### config.mk
export PLATFORM = sky130hd
export DESIGN_NAME = mpm_ram
export DESIGN_NICKNAME = d
export VERILOG_FILES = /design/src/rtl/core/multiprecision_multiply_top_macros.svh /design/src/rtl/core/mpm_ram.sv
export SDC_FILE = /design/constraint.sdc
export NUM_CORES = 2
export LEC_CHECK = 0
export BUFFER_PORTS_ARGS = -buffer_cell sky130_fd_sc_hd__buf_2
export CORE_ASPECT_RATIO = 1.1
export CORE_MARGIN = 10
export CORE_UTILIZATION = 35
export DETAILED_ROUTE_END_ITERATION = 10
export GPL_TIMING_DRIVEN = 1
export PLACE_DENSITY_LB_ADDON = 0.05
export SYNTH_ARGS = -nofsm -noshare
export SYNTH_HDL_FRONTEND = slang
export SYNTH_SLANG_ARGS = --single-unit
### constraint.sdc
create_clock -name clk -period 11.1 [get_ports clk]
set_input_delay 0.555 -clock clk [delete_from_list [all_inputs] [get_ports clk]]
set_output_delay 0.555 -clock clk [all_outputs]
set_load 0.03 [all_outputs]
### src/rtl/core/multiprecision_multiply_top_macros.svh
// Assertion macros shared by the multiprecision multiplier RTL.
// Expects clk and rst_n in the scope of each use.
`ifndef MULTIPRECISION_MULTIPLY_TOP_MACROS_SVH
`define MULTIPRECISION_MULTIPLY_TOP_MACROS_SVH

`ifndef ASSERT_OFF
`define MPM_ASSERT(lbl, cond, msg) \
  lbl: assert property (@(posedge clk) disable iff (!rst_n) (cond)) else $error(msg);
`define MPM_ASSERT_IMPL(lbl, ante, cons, msg) \
  lbl: assert property (@(posedge clk) disable iff (!rst_n) (ante) |-> (cons)) else $error(msg);
`define MPM_ASSERT_NEXT(lbl, ante, cons, msg) \
  lbl: assert property (@(posedge clk) disable iff (!rst_n) (ante) |=> (cons)) else $error(msg);
`else
`define MPM_ASSERT(lbl, cond, msg)
`define MPM_ASSERT_IMPL(lbl, ante, cons, msg)
`define MPM_ASSERT_NEXT(lbl, ante, cons, msg)
`endif

`endif

### src/rtl/core/mpm_ram.sv
// Generic single-write, single-read RAM with registered read data.
// No dependencies.
`timescale 1ns / 1ps

module mpm_ram #(
  parameter int WIDTH  = 64,
  parameter int DEPTH  = 32,
  parameter int ADDR_W = (DEPTH > 1) ? $clog2(DEPTH) : 1
) (
  input  logic              clk,
  input  logic              we,
  input  logic [ADDR_W-1:0] waddr,
  input  logic [WIDTH-1:0]  wdata,
  input  logic [ADDR_W-1:0] raddr,
  output logic [WIDTH-1:0]  rdata
);

  logic [WIDTH-1:0] mem [DEPTH];
  logic [WIDTH-1:0] rdata_r;

  always_ff @(posedge clk) begin
    if (we) begin
      mem[waddr] <= wdata;
    end
    rdata_r <= mem[raddr];
  end

  assign rdata = rdata_r;

endmodule

; Word level (Yosys, flattened, before mapping)
; Memory sizes are Yosys's and may differ from the RTL's. A register that Yosys moved wholly into a read port is not among the register bits.
; Index checks and enable logic that the tools add are counted.
[totals]
register_bits = 0
mem_bits_rw = 2048
in_bits = 76
output_inout_bits = 64
wordCells = 3
mem_count = 1
[memory_table]
columns = name, depth, word_bits, rd, rd_ports_with_merged_regs, wr, line_no
row1 = mem, 32, 64, 1, 1, 1, mpm_ram.sv:18  ; logic [WIDTH-1:0] mem [DEPTH];
[op_classes]
n_mux = 2
[op_table]
columns = cell, n
row1 = $mux 1, 2

; Longest topological paths before layout
[depth]
ltp_word = 2
mapped_depth = 9
ltp_nobuf = 4

; Least setup slack after synthesis
; OpenSTA, ideal clock, no wires.
[synth_path]
path_kind = input port to flip-flop
from = in waddr[1]
to = mem mem[12][0] (enable)
setup_ns = 0.486
arrival_ns = 3.891
t_required_ns = 10.614
setup_slack_ns = 6.723
cell_stages = 3
n_path_buf = 1
path_cell_list = or3b_2 -> clkbuf_1 -> nor2_1
[synth_rtl]
columns = element, line_no
row1 = "start, declared", mpm_ram.sv:12  ; input logic [ADDR_W-1:0] waddr,
row2 = "end, declared", mpm_ram.sv:18
; No word-level cell before the write port.

==> implementation parameters <==
Parameter                              Value

Status
  Run status ... complete, no violations

Logic synthesis
  Most common cell in the synthesized netlist ... sky130_fd_sc_hd__edfxtp_1
  Count of flip-flops with a built-in enable after synthesis ... 2048
  Cell type contributing the most total cell area after synthesis ... sky130_fd_sc_hd__edfxtp_1
  Average cell area after synthesis ... approximately 25 um2
  Leading cell types by count after synthesis ... 2048 x sky130_fd_sc_hd__edfxtp_1, 602 x sky130_fd_sc_hd__mux4_2, 74 x sky130_fd_sc_hd__mux2_2
  Share of the yosys chip area belonging to registers ... 0.795
  Combined area of all synthesized cells ... 79000 um2
  Post-synth top flop ... sky130_fd_sc_hd__edfxtp_1
  Largest cells by area after synthesis ... sky130_fd_sc_hd__edfxtp_1 78%, sky130_fd_sc_hd__mux4_2 17%, sky130_fd_sc_hd__dfxtp_1 1.6%, sky130_fd_sc_hd__mux2_2 1.1%, sky130_fd_sc_hd__mux2i_1 0.48%
  Net count after synthesis ... 3173
  Library cells used by synthesis ... 31
  Synthesized flop and latch total ... 2112
  Share of flip-flops with an asynchronous set or reset ... 0
  Synth Warn # ... 0
  Instance count of the mapped netlist ... 3097
  Top cell type's share of synthesized area ... 0.779

Pwr
  Worst vdd ir ... 0.000155 V
  Switching share of power ... 0.210
  Clock share of power ... 0.435
  Total net switching power ... between 3 and 4 mW
  Leakage power summed over all cells ... approximately 28 nW
  Total power per unit cell area ... about 190 nW/um2
  Design internal power ... 13.6 mW
  Relative contribution of sequential cells to total power ... 0.517
  Proportion of power drawn by combinational gates ... 0.048

Setup path
  Largest fanout on the critical path ... between 90 and 100
  Endpoint kind of the worst setup timing path ... flip-flop
  Startpoint of the worst register-to-register path ... mem[4][18]
  Critical path type ... input pin to flip-flop
  Sequence of cells on the critical path ... buf_8, buf_12, buf_4, mux4_2, mux4_2, mux2_2
  Most common cell type on the critical path ... sky130_fd_sc_hd__mux4_2
  Critical Path AT ... 4.38 ns
  Crit path max-delay cell type ... sky130_fd_sc_hd__buf_4
  Max incr delay on CP ... 0.98 ns
  CP Launch Type ... input pin
  Worst setup startpoint ... raddr[0]
  Worst endpoint required time ... 11.83 ns

Detailed routing
  Average via count per standard cell ... 5.35
  Final routed wire length divided by cell count ... ~34 um
  DRC violations left ... 0
  DR iter-0 viols ... around 3200
  Routed via count ... 35000
  DRT antenna net count ... 0
  Drt total wl ... 225 mm
  DRT Pass-1 Iters ... 5

Timing
  Worst setup slack after layout ... 7.45 ns
  Actual transition at the worst max-transition pin ... 1.31 ns
  Normalized max-slew margin ... 0.127
  Final total negative setup slack ... 0 ns
  Final period util ... 0.329
  Max Clock Freq ... 274 MHz
  Final setup viols ... 0
  Final worst clock skew ... 0.0253 ns
  Final Max Slew Viols ... 0
  RSZ-0062 raised after global routing ... no
  Minimum clock period ... 3.65 ns
  Fin. Hold Viols ... 0

Clocking
  Hold bufs inserted after CTS ... 0
  TritonCTS sink count ... 2112
  Post_cts resized ... 0
  CTS Root Cell ... sky130_fd_sc_hd__clkbuf_16
  Clk_lat worst skew ... 0.86 ns
  Number of buffers inserted during clock tree synthesis ... approximately 220
  Worst-path clk slew ... 0.06 ns
  Setup Fix Bufs, Post-CTS ... 0
  Maximum count of clock buffers along a single path ... 3
  CTS HTree Levels ... 4
  CTS tree ... built

Final layout
  Number of nets in the finished design ... 3466
  Signed area change from the synthesized netlist to the final layout ... 15.4%
  Final instance area ... slightly above 90000 um2
  Layout fillers ... 19600
  Fraction of layout cells with a size suffix above 1 ... 0.353
  Count of placed standard cells in the final layout, fillers left out ... 6538

Floorplan
  Die Width ... 473 um
  Area of the die ... approximately 250000 um2
  I/O Pins ... 140
  Effective utilization at floorplan ... 0.352
  Die Y ... 518 um
  Number of placement rows ... 182
  Core Area ... around 220000 um2

Place
  DPL Wire Length ... 109 mm
  Dpl cell area ... 83600 um2
  Number of placed cells counting well taps ... 6111
  Placement-stage worst setup slack ... 6.44 ns
  Global placement routability congestion ... just over 0.7
  Port-buffer cells ... 139

Global routing
  Wire length of the first global-routing pass ... about 310 mm
  Overall fraction of global-route tracks in use ... 0.182
  Vias in the first global route ... ~38000
  Maximum number of pins on one net before global-route repair ... 97
  Total gr overflow ... 0
  Number of antenna violations at the first check in global routing ... 26

Hold path
  Hold Startpoint ... wdata[8]
  Worst hold path class ... input pin to flip-flop

Job
  Maximum capacitance violations ... 0
routing by layer:
| layer | GRT usage | share of wire | vias up |
|---|---|---|---|
| li1 | - | - | 14100 |
| met1 | 0.239 | 0.42 | 19700 |
| met2 | 0.313 | 0.51 | 830 |
| met3 | 0.0256 | 0.037 | 336 |
| met4 | 0.0517 | 0.025 | 10 |
| met5 | 0 | 0.00024 | - |
final timing paths:
kind,depth (start not counted),to,slack [ns]
setup / recovery,6,rdata[59],7.45
hold / removal,1,mem[6][8],0.17
setup reg to reg,3,rdata[18],9.25
hold reg to reg,4,rdata[25],0.84
metrics by stage:
step,hold WS (ns),util,total power [mW]
6_report,0.173,0.407,17.2
5_1_grt,0.166,0.407,17.8
4_1_cts,0.0978,0.406,17.5
3_5_place_dp,0.828,0.373,9.93
3_3_place_gp,0.776,0.373,9.91
2_1_floorplan,0.654,-,9.57
critical path, delay by kind of cell:
| kind | cells | cell delay [ns] |
|---|---|---|
| mux | 3 | 1.39 |
| buf+inv | 3 | 2.14 |
cells in the final DEF, fill, tap and decap left out, drive strengths merged:
cell type     n
nand3b        5
o21ai         9
nand2         3
bufinv       20
o22ai        10
o31a          3
clkinv       72
a22oi         3
nand3         2
a22o          1
o221ai        3
nor2b         4
mux2         74
nand2b        2
buf         226
mux2i        38
and2          4
a221oi       12
edfxtp     2048
or3b          2
nor2         41
clkinvlp      3
a211oi        3
diode         6
o211ai        3
inv           8
clkbuf      319
or3           1
o2bb2ai       3
dfxtp        64
mux4        602
flip-flops by register name, summed over array words and instances, names as in the netlist:
register,cells
mem,2048
rdata,64
power by group through the flow:
stage	Clock (mW)	Combinational, mW	Sequential, mW
floorplan	0	0.445	9.13
CTS	7.69	0.850	8.92
detailed placement	0	0.848	9.09
global placement	0	0.832	9.08
finish	7.51	0.823	8.92
global route	8.01	0.885	8.92
final cells by class:
type	instances	area, um2	area share
timing repair buffer	226	1480	0.0162
clock buffer	319	6360	0.0699
inverter	1	3.75	0.0000412
antenna	6	15.0	0.000165
tap	2944	3680	0.0404
multi-input combinational	828	15700	0.172
clock inverter	102	1080	0.0119
sequential	2112	62800	0.689
cell families (layout without fill, tap and decap cells):
family                 after synthesis  after routing  synth area share
AOI/OAI and AO/OA                   50             50           0.00466
buffers and inverters              157            648           0.00944
DFF                               2112           2112             0.795
muxes                              714            714             0.187
other                                0              6                 0
and+or+nand+nor                     64             64           0.00379
Note: power is estimated with default switching activity, not from simulation.
