$ cat src/rtl/core/multiprecision_multiply_top_macros.svh
// Assertion macros shared by the multiprecision multiplier RTL.
// Expects clk and rst_n in the scope of each use.
`ifndef MULTIPRECISION_MULTIPLY_TOP_MACROS_SVH
`define MULTIPRECISION_MULTIPLY_TOP_MACROS_SVH

`ifndef ASSERT_OFF
`define MPM_ASSERT(lbl, cond, msg) \
  lbl: assert property (@(posedge clk) disable iff (!rst_n) (cond)) else $error(msg);
`define MPM_ASSERT_IMPL(lbl, ante, cons, msg) \
  lbl: assert property (@(posedge clk) disable iff (!rst_n) (ante) |-> (cons)) else $error(msg);
`define MPM_ASSERT_NEXT(lbl, ante, cons, msg) \
  lbl: assert property (@(posedge clk) disable iff (!rst_n) (ante) |=> (cons)) else $error(msg);
`else
`define MPM_ASSERT(lbl, cond, msg)
`define MPM_ASSERT_IMPL(lbl, ante, cons, msg)
`define MPM_ASSERT_NEXT(lbl, ante, cons, msg)
`endif

`endif

$ cat src/rtl/core/mpm_pkg.sv
// Package for the multiprecision multiplier: sizes, payload structs,
// operation codes, sequencer states and the multiply-add unit interface.
`timescale 1ns / 1ps

package mpm_pkg;

  localparam int LIMB_W     = 64;
  localparam int HALF_W     = LIMB_W / 2;
  localparam int MAX_LIMBS  = 32;
  localparam int IDX_W      = (MAX_LIMBS > 1) ? $clog2(MAX_LIMBS) : 1;
  localparam int LEN_W      = $clog2(MAX_LIMBS + 1);
  localparam int PROD_DEPTH = 2 * MAX_LIMBS;
  localparam int PIDX_W     = $clog2(PROD_DEPTH);
  localparam int CNT_W      = $clog2(PROD_DEPTH + 1);

  typedef enum logic [1:0] {
    OP_LOAD_A = 2'd0,
    OP_LOAD_B = 2'd1,
    OP_START  = 2'd2
  } op_t;

  typedef struct packed {
    logic [1:0]        operation;
    logic [LIMB_W-1:0] limb;
  } in_item_t;

  typedef struct packed {
    logic [LIMB_W-1:0] product_limb;
    logic              last_limb;
    logic              overflowed;
  } out_item_t;

  typedef enum logic [2:0] {
    ST_IDLE,
    ST_RD,
    ST_MAC_GO,
    ST_MAC_WAIT,
    ST_CARRY,
    ST_EMIT_RD,
    ST_EMIT_LD,
    ST_EMIT_HOLD
  } state_t;

  typedef struct packed {
    logic              start;
    logic [LIMB_W-1:0] x;
    logic [LIMB_W-1:0] y;
    logic [LIMB_W-1:0] c1;
    logic [LIMB_W-1:0] c2;
  } mac_req_t;

  typedef struct packed {
    logic              done;
    logic [LIMB_W-1:0] hi;
    logic [LIMB_W-1:0] lo;
  } mac_rsp_t;

endpackage

$ cat src/rtl/core/mpm_mac.sv
// Iterative 64x64 multiply with two 64-bit addends, one 32x32 partial product per cycle.
// Depends on mpm_pkg and the assertion macro header.
`timescale 1ns / 1ps
`include "multiprecision_multiply_top_macros.svh"

module mpm_mac (
  input  logic              clk,
  input  logic              rst_n,
  input  mpm_pkg::mac_req_t req,
  output mpm_pkg::mac_rsp_t rsp
);
  import mpm_pkg::*;

  logic                busy_r;
  logic                done_r;
  logic [2:0]          step_r;
  logic [1:0]          pp_sel_r;
  logic [LIMB_W-1:0]   x_r;
  logic [LIMB_W-1:0]   y_r;
  logic [LIMB_W-1:0]   pp_r;
  logic [2*LIMB_W-1:0] acc_r;

  logic [HALF_W-1:0]   x_half;
  logic [HALF_W-1:0]   y_half;
  logic [LIMB_W-1:0]   pp_nxt;
  logic [2*LIMB_W-1:0] pp_sh;
  logic [LIMB_W:0]     addend_sum;

  // Pair order: lo*lo, lo*hi, hi*lo, hi*hi
  assign x_half = step_r[1] ? x_r[LIMB_W-1:HALF_W] : x_r[HALF_W-1:0];
  assign y_half = step_r[0] ? y_r[LIMB_W-1:HALF_W] : y_r[HALF_W-1:0];
  assign pp_nxt = LIMB_W'(x_half) * LIMB_W'(y_half);
  assign addend_sum = {1'b0, req.c1} + {1'b0, req.c2};

  always_comb begin
    case (pp_sel_r)
      2'd0:    pp_sh = {{LIMB_W{1'b0}}, pp_r};
      2'd3:    pp_sh = {pp_r, {LIMB_W{1'b0}}};
      default: pp_sh = {{HALF_W{1'b0}}, pp_r, {HALF_W{1'b0}}};
    endcase
  end

  always_ff @(posedge clk) begin
    if (!rst_n) begin
      busy_r <= 1'b0;
      done_r <= 1'b0;
      step_r <= '0;
    end else begin
      done_r <= 1'b0;
      if (req.start) begin
        busy_r <= 1'b1;
        step_r <= '0;
      end else if (busy_r) begin
        step_r <= step_r + 3'd1;
        if (step_r == 3'd4) begin
          busy_r <= 1'b0;
          done_r <= 1'b1;
        end
      end
    end
  end

  always_ff @(posedge clk) begin
    if (req.start) begin
      x_r   <= req.x;
      y_r   <= req.y;
      acc_r <= {{(LIMB_W - 1){1'b0}}, addend_sum};
    end else if (busy_r) begin
      if (step_r != 3'd4) begin
        pp_r     <= pp_nxt;
        pp_sel_r <= step_r[1:0];
      end
      // fold the product from the previous step
      if (step_r != 3'd0) begin
        acc_r <= acc_r + pp_sh;
      end
    end
  end

  assign rsp.done = done_r;
  assign rsp.hi   = acc_r[2*LIMB_W-1:LIMB_W];
  assign rsp.lo   = acc_r[LIMB_W-1:0];

  `MPM_ASSERT_IMPL(a_mac_start_idle, req.start, !busy_r, "mac started while busy")
  `MPM_ASSERT_NEXT(a_mac_done_pulse, done_r, !done_r && !busy_r, "mac done not a pulse")

endmodule

$ cat config.mk
export PLATFORM = sky130hd
export DESIGN_NAME = mpm_mac
export DESIGN_NICKNAME = d
export VERILOG_FILES = /design/src/rtl/core/mpm_pkg.sv /design/src/rtl/core/mpm_mac.sv
export VERILOG_INCLUDE_DIRS = /design/src /design/src/rtl/core
export SDC_FILE = /design/constraint.sdc
export NUM_CORES = 2
export LEC_CHECK = 0
export ABC_AREA = 0
export BUFFER_PORTS_ARGS = -buffer_cell sky130_fd_sc_hd__buf_2
export CAP_MARGIN = 15
export CORE_AREA = 4 4 458 460
export CTS_CLUSTER_DIAMETER = 200
export CTS_CLUSTER_SIZE = 40
export DETAILED_ROUTE_END_ITERATION = 10
export DIE_AREA = 0 0 462 464
export SLEW_MARGIN = 20
export SYNTH_ARGS = -nofsm -noshare
export SYNTH_HDL_FRONTEND = slang
export SYNTH_SLANG_ARGS = --single-unit
export TNS_END_PERCENT = 10
$ cat constraint.sdc
create_clock -name clk -period 19.4 [get_ports clk]
set_clock_uncertainty 0.2 [all_clocks]
set_input_delay 2.91 -clock clk [delete_from_list [all_inputs] [get_ports clk]]
set_output_delay 2.91 -clock clk [all_outputs]
set_load 0.05 [all_outputs]
# Word-level counts from Yosys, hierarchy flattened
# Index checks and enable logic that the tools add are counted.
dict set report word_totals {
  register_bits 327
  latchBits 0
  mem_bits_rw 0
  mem_bits_ro 0
  input_bits 259
  output_inout_bits 129
  mem_count 0
}
dict set report classes {
  add_sub_neg 3
  multipliers 1
  n_div 0
  n_lt_le_gt_ge 0
  eq_ne 3
  n_shift 0
  n_mux 10
  n_bitwise 3
  reduce_logical 9
}
# operator count
set ops {}
lappend ops {{128-bit case mux with 2 select lines} 1}
lappend ops {{65-bit 2-to-1 mux} 3}
lappend ops {{128-bit adder} 1}
lappend ops {{64-bit by 64-bit adder with 65-bit output} 1}
lappend ops {{32-bit by 32-bit multiplier with 64-bit output} 1}
lappend ops {{32-bit 2-to-1 mux} 2}
lappend ops {{1-bit 2-to-1 mux} 4}
lappend ops {{2-bit AND reduction} 2}
lappend ops {{2-bit nonzero test} 2}
lappend ops {{3-bit by 1-bit adder with 3-bit output (second input constant)} 1}
lappend ops {{3-bit equality test (second input constant)} 1}
lappend ops {{3-bit inequality test (second input constant)} 1}
lappend ops {{1-bit NOT} 3}
lappend ops {{3-bit AND reduction} 1}
lappend ops {{3-bit nonzero test} 1}
lappend ops {{3-bit OR reduction} 1}
lappend ops {{2-bit equality test (second input constant)} 1}
lappend ops {{2-bit logical NOT} 1}
lappend ops {{2-bit OR reduction} 1}

# Longest topological paths before layout
dict set report logic_depth {
  ltp_word 6
  ltp_mapped 32
}

# Worst setup path after synthesis
# Ideal clock, no wire load.
dict set report synth_timing {
  path_type {register -> register}
  startpoint {register step_r[1]}
  endpoint {register pp_r[58], data pin}
  setup_time_ns 0.263
  arrival_ns 8.377
  t_required_ns 18.937
  slack_ns 10.559
  path_stages_with_launch 30
  path_buffers 3
  period_less_slack_ns 8.841
  cell_sequence {dfxtp_1 > clkbuf_1 > buf_1 > mux2i_1 > clkbuf_1 > nor2_1 > fa_1 > inv_1 > fa_1 > fa_1 > fa_1 > inv_1 > fa_1 > inv_1 > fa_1 > inv_1 > fa_1 > fa_1 > ha_1 > a21oi_1 > o21bai_1 > a21o_1 > a221o_1 > a21oi_1 > a31oi_1 > a41oi_1 > o31ai_1 > a41oi_1 > nor2b_1 > xnor2_1}
}
dict set report synth_via {
  elab_chain_cells 2
}
# item line_no
set synth_lines {}
lappend synth_lines {{start, declared} mpm_mac.sv:16} ;# logic [2:0] step_r;
lappend synth_lines {{start signal, assigned} mpm_mac.sv:54} ;# step_r <= step_r + 3'd1;
lappend synth_lines {{32-bit 2-to-1 mux} mpm_mac.sv:30} ;# assign x_half = step_r[1] ? x_r[LIMB_W-1:HALF_W] : x_r[HALF_W-1:0];
lappend synth_lines {{32-bit by 32-bit multiplier with 64-bit output} mpm_mac.sv:32} ;# assign pp_nxt = LIMB_W'(x_half) * LIMB_W'(y_half);
lappend synth_lines {{net pp_nxt[58]} mpm_mac.sv:25} ;# logic [LIMB_W-1:0] pp_nxt;
lappend synth_lines {{end signal, assigned} mpm_mac.sv:70} ;# pp_r <= pp_nxt;
lappend synth_lines {{end, declared} mpm_mac.sv:20} ;# logic [LIMB_W-1:0] pp_r;
# The timed path passes the listed nets, and every way through them passes these cells.
# A chain may end at the register's enable or synchronous reset.

# Worst setup path after layout
dict set report layout_timing {
  startpoint {register step_r[0]}
  endpoint {register pp_r[58], data pin}
}
dict set report layout_via {
  elab_chain_cells 2
}
# item line_no
set layout_lines {}
lappend layout_lines {{32-bit 2-to-1 mux} mpm_mac.sv:31} ;# assign y_half = step_r[0] ? y_r[LIMB_W-1:HALF_W] : y_r[HALF_W-1:0];
lappend layout_lines {{32-bit by 32-bit multiplier with 64-bit output} mpm_mac.sv:32}
lappend layout_lines {{net pp_nxt[58]} mpm_mac.sv:25}
# The timed path passes the listed nets, and every way through them passes these cells.

==> summary.txt <==
Clock tree
  – Hold buffers post-CTS: 0
  – CTS buffer count: 13
  – Post_cts resized: 0
  – Root Driver: clkbuf_16
  – Later-pin clock latency in the skew report: 630 ps
  – Clk buf depth: 3
  – CTS tree: yes
  – Worst-path clk slew: 160 ps
  – CTS H-tree lvls: 1
  – Post-CTS Setup Repair Bufs: 0
  – Clock Sinks: 327

Global route
  – First-pass GRT wire length: 327 mm
  – Total GRT Usage: 0.203
  – Antenna violations before repair: 9
  – Routing usage on met2: 0.310
  – Global route total overflow: 0
  – Grt met1 use: 0.278
  – Largest net degree at the start of global routing: 79
  – Routing usage on met3: 0.0435
  – Vias in the first global route: 50170
  – Global routing's busiest layer: met2

Placement
  – Setup WS pre-CTS: 9440 ps
  – DP HPWL: 181 mm
  – # port buffers: 387
  – RePlAce Congestion: 1.02

Floorplanning
  – Core box area: 206000 sq um
  – Num rows: 167
  – # IOs: 388
  – Die area: 214000 sq um
  – Starting Density: 0.278
  – Die height: 464 um
  – Chip width: 462 um

Synthesis
  – Flops & latches, synth: 327
  – Post-Syn Nets: 8155
  – Area of the mapped netlist: 57200 sq um
  – Synth warnings: 0
  – Sequential share of the synthesized area: 0.160
  – Post-synth EDFFs: 259
  – Distinct cells, synth: 92
  – Mapped Cells: 6540
  – Main synth FF type: edfxtp_1
  – Ys async rst share: 0
  – Avg Inst Size Synth: 8.75 sq um

Routing
  – Final WL: 224 mm
  – Vias per Instance: 5.23
  – Vias post-DR: 49278
  – Routed Antenna Nets: 0
  – 1st-iter DRT viols: 4848
  – Drt first pass iters: 8
  – Post-route DRC: 0
  – Wirelength per Cell: 23.7 um

Worst setup path
  – Crit path cell chain: buf_4, mux2i_4, nor2_1, fa_1, inv_1, fa_1, inv_1, fa_1, fa_1, fa_1, fa_1, fa_1, fa_1, ha_1, a21o_1, a21oi_1, inv_1, a2111oi_0, a31oi_1, a41oi_1, o31ai_1, a41oi_1, nor2b_1, xnor2_1
  – Most common cell on crit path: fa_1
  – CP max-delay cell: mux2i_4
  – Critical path data required time: 19520 ps
  – Startpoint types: flop
  – CP Max Fanout: 57
  – Critical path class: reg -> reg
  – Worst Path Buf+Inv: 4
  – CP Capture Type: flop
  – CP peak stage delay: 1040 ps
  – Cell family with most CP delay: adder cells
  – Worst Path Arrival: 10360 ps

Timing
  – FMAX: 97.7 MHz
  – Actual slew at the worst max-slew pin: 1160 ps
  – TNS Setup: 0 ps
  – Fin crit period: 10240 ps
  – Slew headroom: 0.219
  – RSZ-0062 raised after global routing: no
  – Max-slew violations: 0
  – Final WS setup: 9160 ps
  – Final period utilization: 0.528
  – Final setup viols: 0
  – Final Hold Vio Count: 0

Layout
  – Fill count: 21768
  – Layout cells sized above 1: 0.0944
  – Storage cell area: 9150 sq um
  – Final nets: 8316
  – Multi-input gate area: 43700 sq um
  – Syn-to-layout area delta: 9.52%

Min path
  – Hold crit path type: reg -> reg

Run
  – Max-cap violation count: 0

Status
  – Status: finished, final reports clean
## registers in the layout, summed over array words and instances (netlist names)
register,cells
busy_r,1
done_r,1
y_r,64
pp_r,64
step_r,3
pp_sel_r,2
x_r,64
acc_r,128
## synthesized netlist by cell type, types with 11 or more instances
cell	instances	area (sq um)
inv_1	920	3450
fa_1	898	18000
nand2_1	859	3220
nor2_1	781	2930
ha_1	458	5730
a21oi_1	402	2010
clkbuf_1	291	1090
edfxtp_1	259	7780
o21ai_0	184	921
a21o_1	151	1130
xnor2_1	136	1190
xor2_1	87	762
nand4_1	85	532
o21ai_1	81	405
and2_1	77	482
mux2i_1	75	751
dfxtp_1	68	1360
o21bai_1	68	510
mux2_2	67	754
nand3_1	64	320
nor3_1	48	240
a31oi_1	35	219
a22o_1	33	289
and3_1	32	200
o21a_1	32	240
o211ai_1	27	203
nor2b_1	25	156
o31ai_1	24	180
buf_1	22	82.6
nand2b_1	19	119
or3_1	18	113
a211oi_1	17	128
and4_1	12	105
a211o_1	11	96.3
nor4_1	11	68.8
## worst paths after layout
| check | startpoint | end | slack, ps | cells past startpoint |
|---|---|---|---|---|
| max | step_r[0] | pp_r[58] | 9160 | 24 |
| min | acc_r[125] | acc_r[125] | 300 | 2 |
| max reg2reg | step_r[0] | pp_r[58] | 9160 | 24 |
| min reg2reg | acc_r[125] | acc_r[125] | 300 | 2 |
## cells in the final DEF (no fill, tap or decap), types with 33 or more instances in the layout
master / synthesis / layout
inv_1: 920 / 919
fa_1: 898 / 898
nand2_1: 859 / 858
nor2_1: 781 / 780
ha_1: 458 / 457
a21oi_1: 402 / 401
buf_2: 4 / 386
edfxtp_1: 259 / 259
o21ai_0: 184 / 183
a21o_1: 151 / 151
xnor2_1: 136 / 136
xor2_1: 87 / 87
nand4_1: 85 / 85
o21ai_1: 81 / 81
and2_1: 77 / 77
buf_4: 1 / 77
o21bai_1: 68 / 68
mux2_2: 67 / 67
dfxtp_1: 68 / 66
nand3_1: 64 / 64
nor3_1: 48 / 48
mux2i_2: 0 / 35
a31oi_1: 35 / 35
a22o_1: 33 / 33
## logic make-up (layout without fill, tap and decap cells)
family,Yosys count,in the layout,share of synthesized area
xor gates and xnor gates,223,223,0.0341
and+or+nand+nor,2075,2075,0.154
other,0,4,0
DFF,327,327,0.160
adders and majority gates,1356,1356,0.414
muxes,143,143,0.0265
AOI/OAI and AO/OA,1176,1176,0.129
buffers and inverters,1240,1407,0.0815
## metal layers
layer | vias to the layer above | share of wire
met4 | 4 | 0.051
met3 | 437 | 0.10
met5 | - | 0.00012
met2 | 2731 | 0.43
met1 | 24450 | 0.42
li1 | 21656 | -
## cell type report
class                           instances  share of cell area
Multi-Input combinational cell       4973               0.697
Sequential cell                       327               0.146
Inverter                              922              0.0552
Tap cell                             2704              0.0540
Timing Repair Buffer                  464              0.0403
Clock buffer                           15             0.00531
Clock inverter                          6             0.00192
Antenna cell                            4            0.000160
## worst min-delay path: stages, from the launching register on
cell and delay, ps:
dfxtp_1 360, nand2_1 60, o21ai_1 50
## stage by stage
| step | utilization | std cells | cell area (sq um) | hold slack (ps) |
|---|---|---|---|---|
| 2_1_floorplan | - | 6540 | 57200 | 255 |
| 3_3_place_gp | 0.302 | 9390 | 62200 | 262 |
| 3_5_place_dp | 0.302 | 9390 | 62200 | 275 |
| 4_1_cts | 0.304 | 9411 | 62600 | 299 |
| 5_1_grt | 0.304 | 9411 | 62600 | 326 |
| 6_report | 0.304 | 9415 | 62700 | 297 |
Power is not shown: default switching activity piles up to over one toggle a cycle in this logic, so the estimate is an artifact.
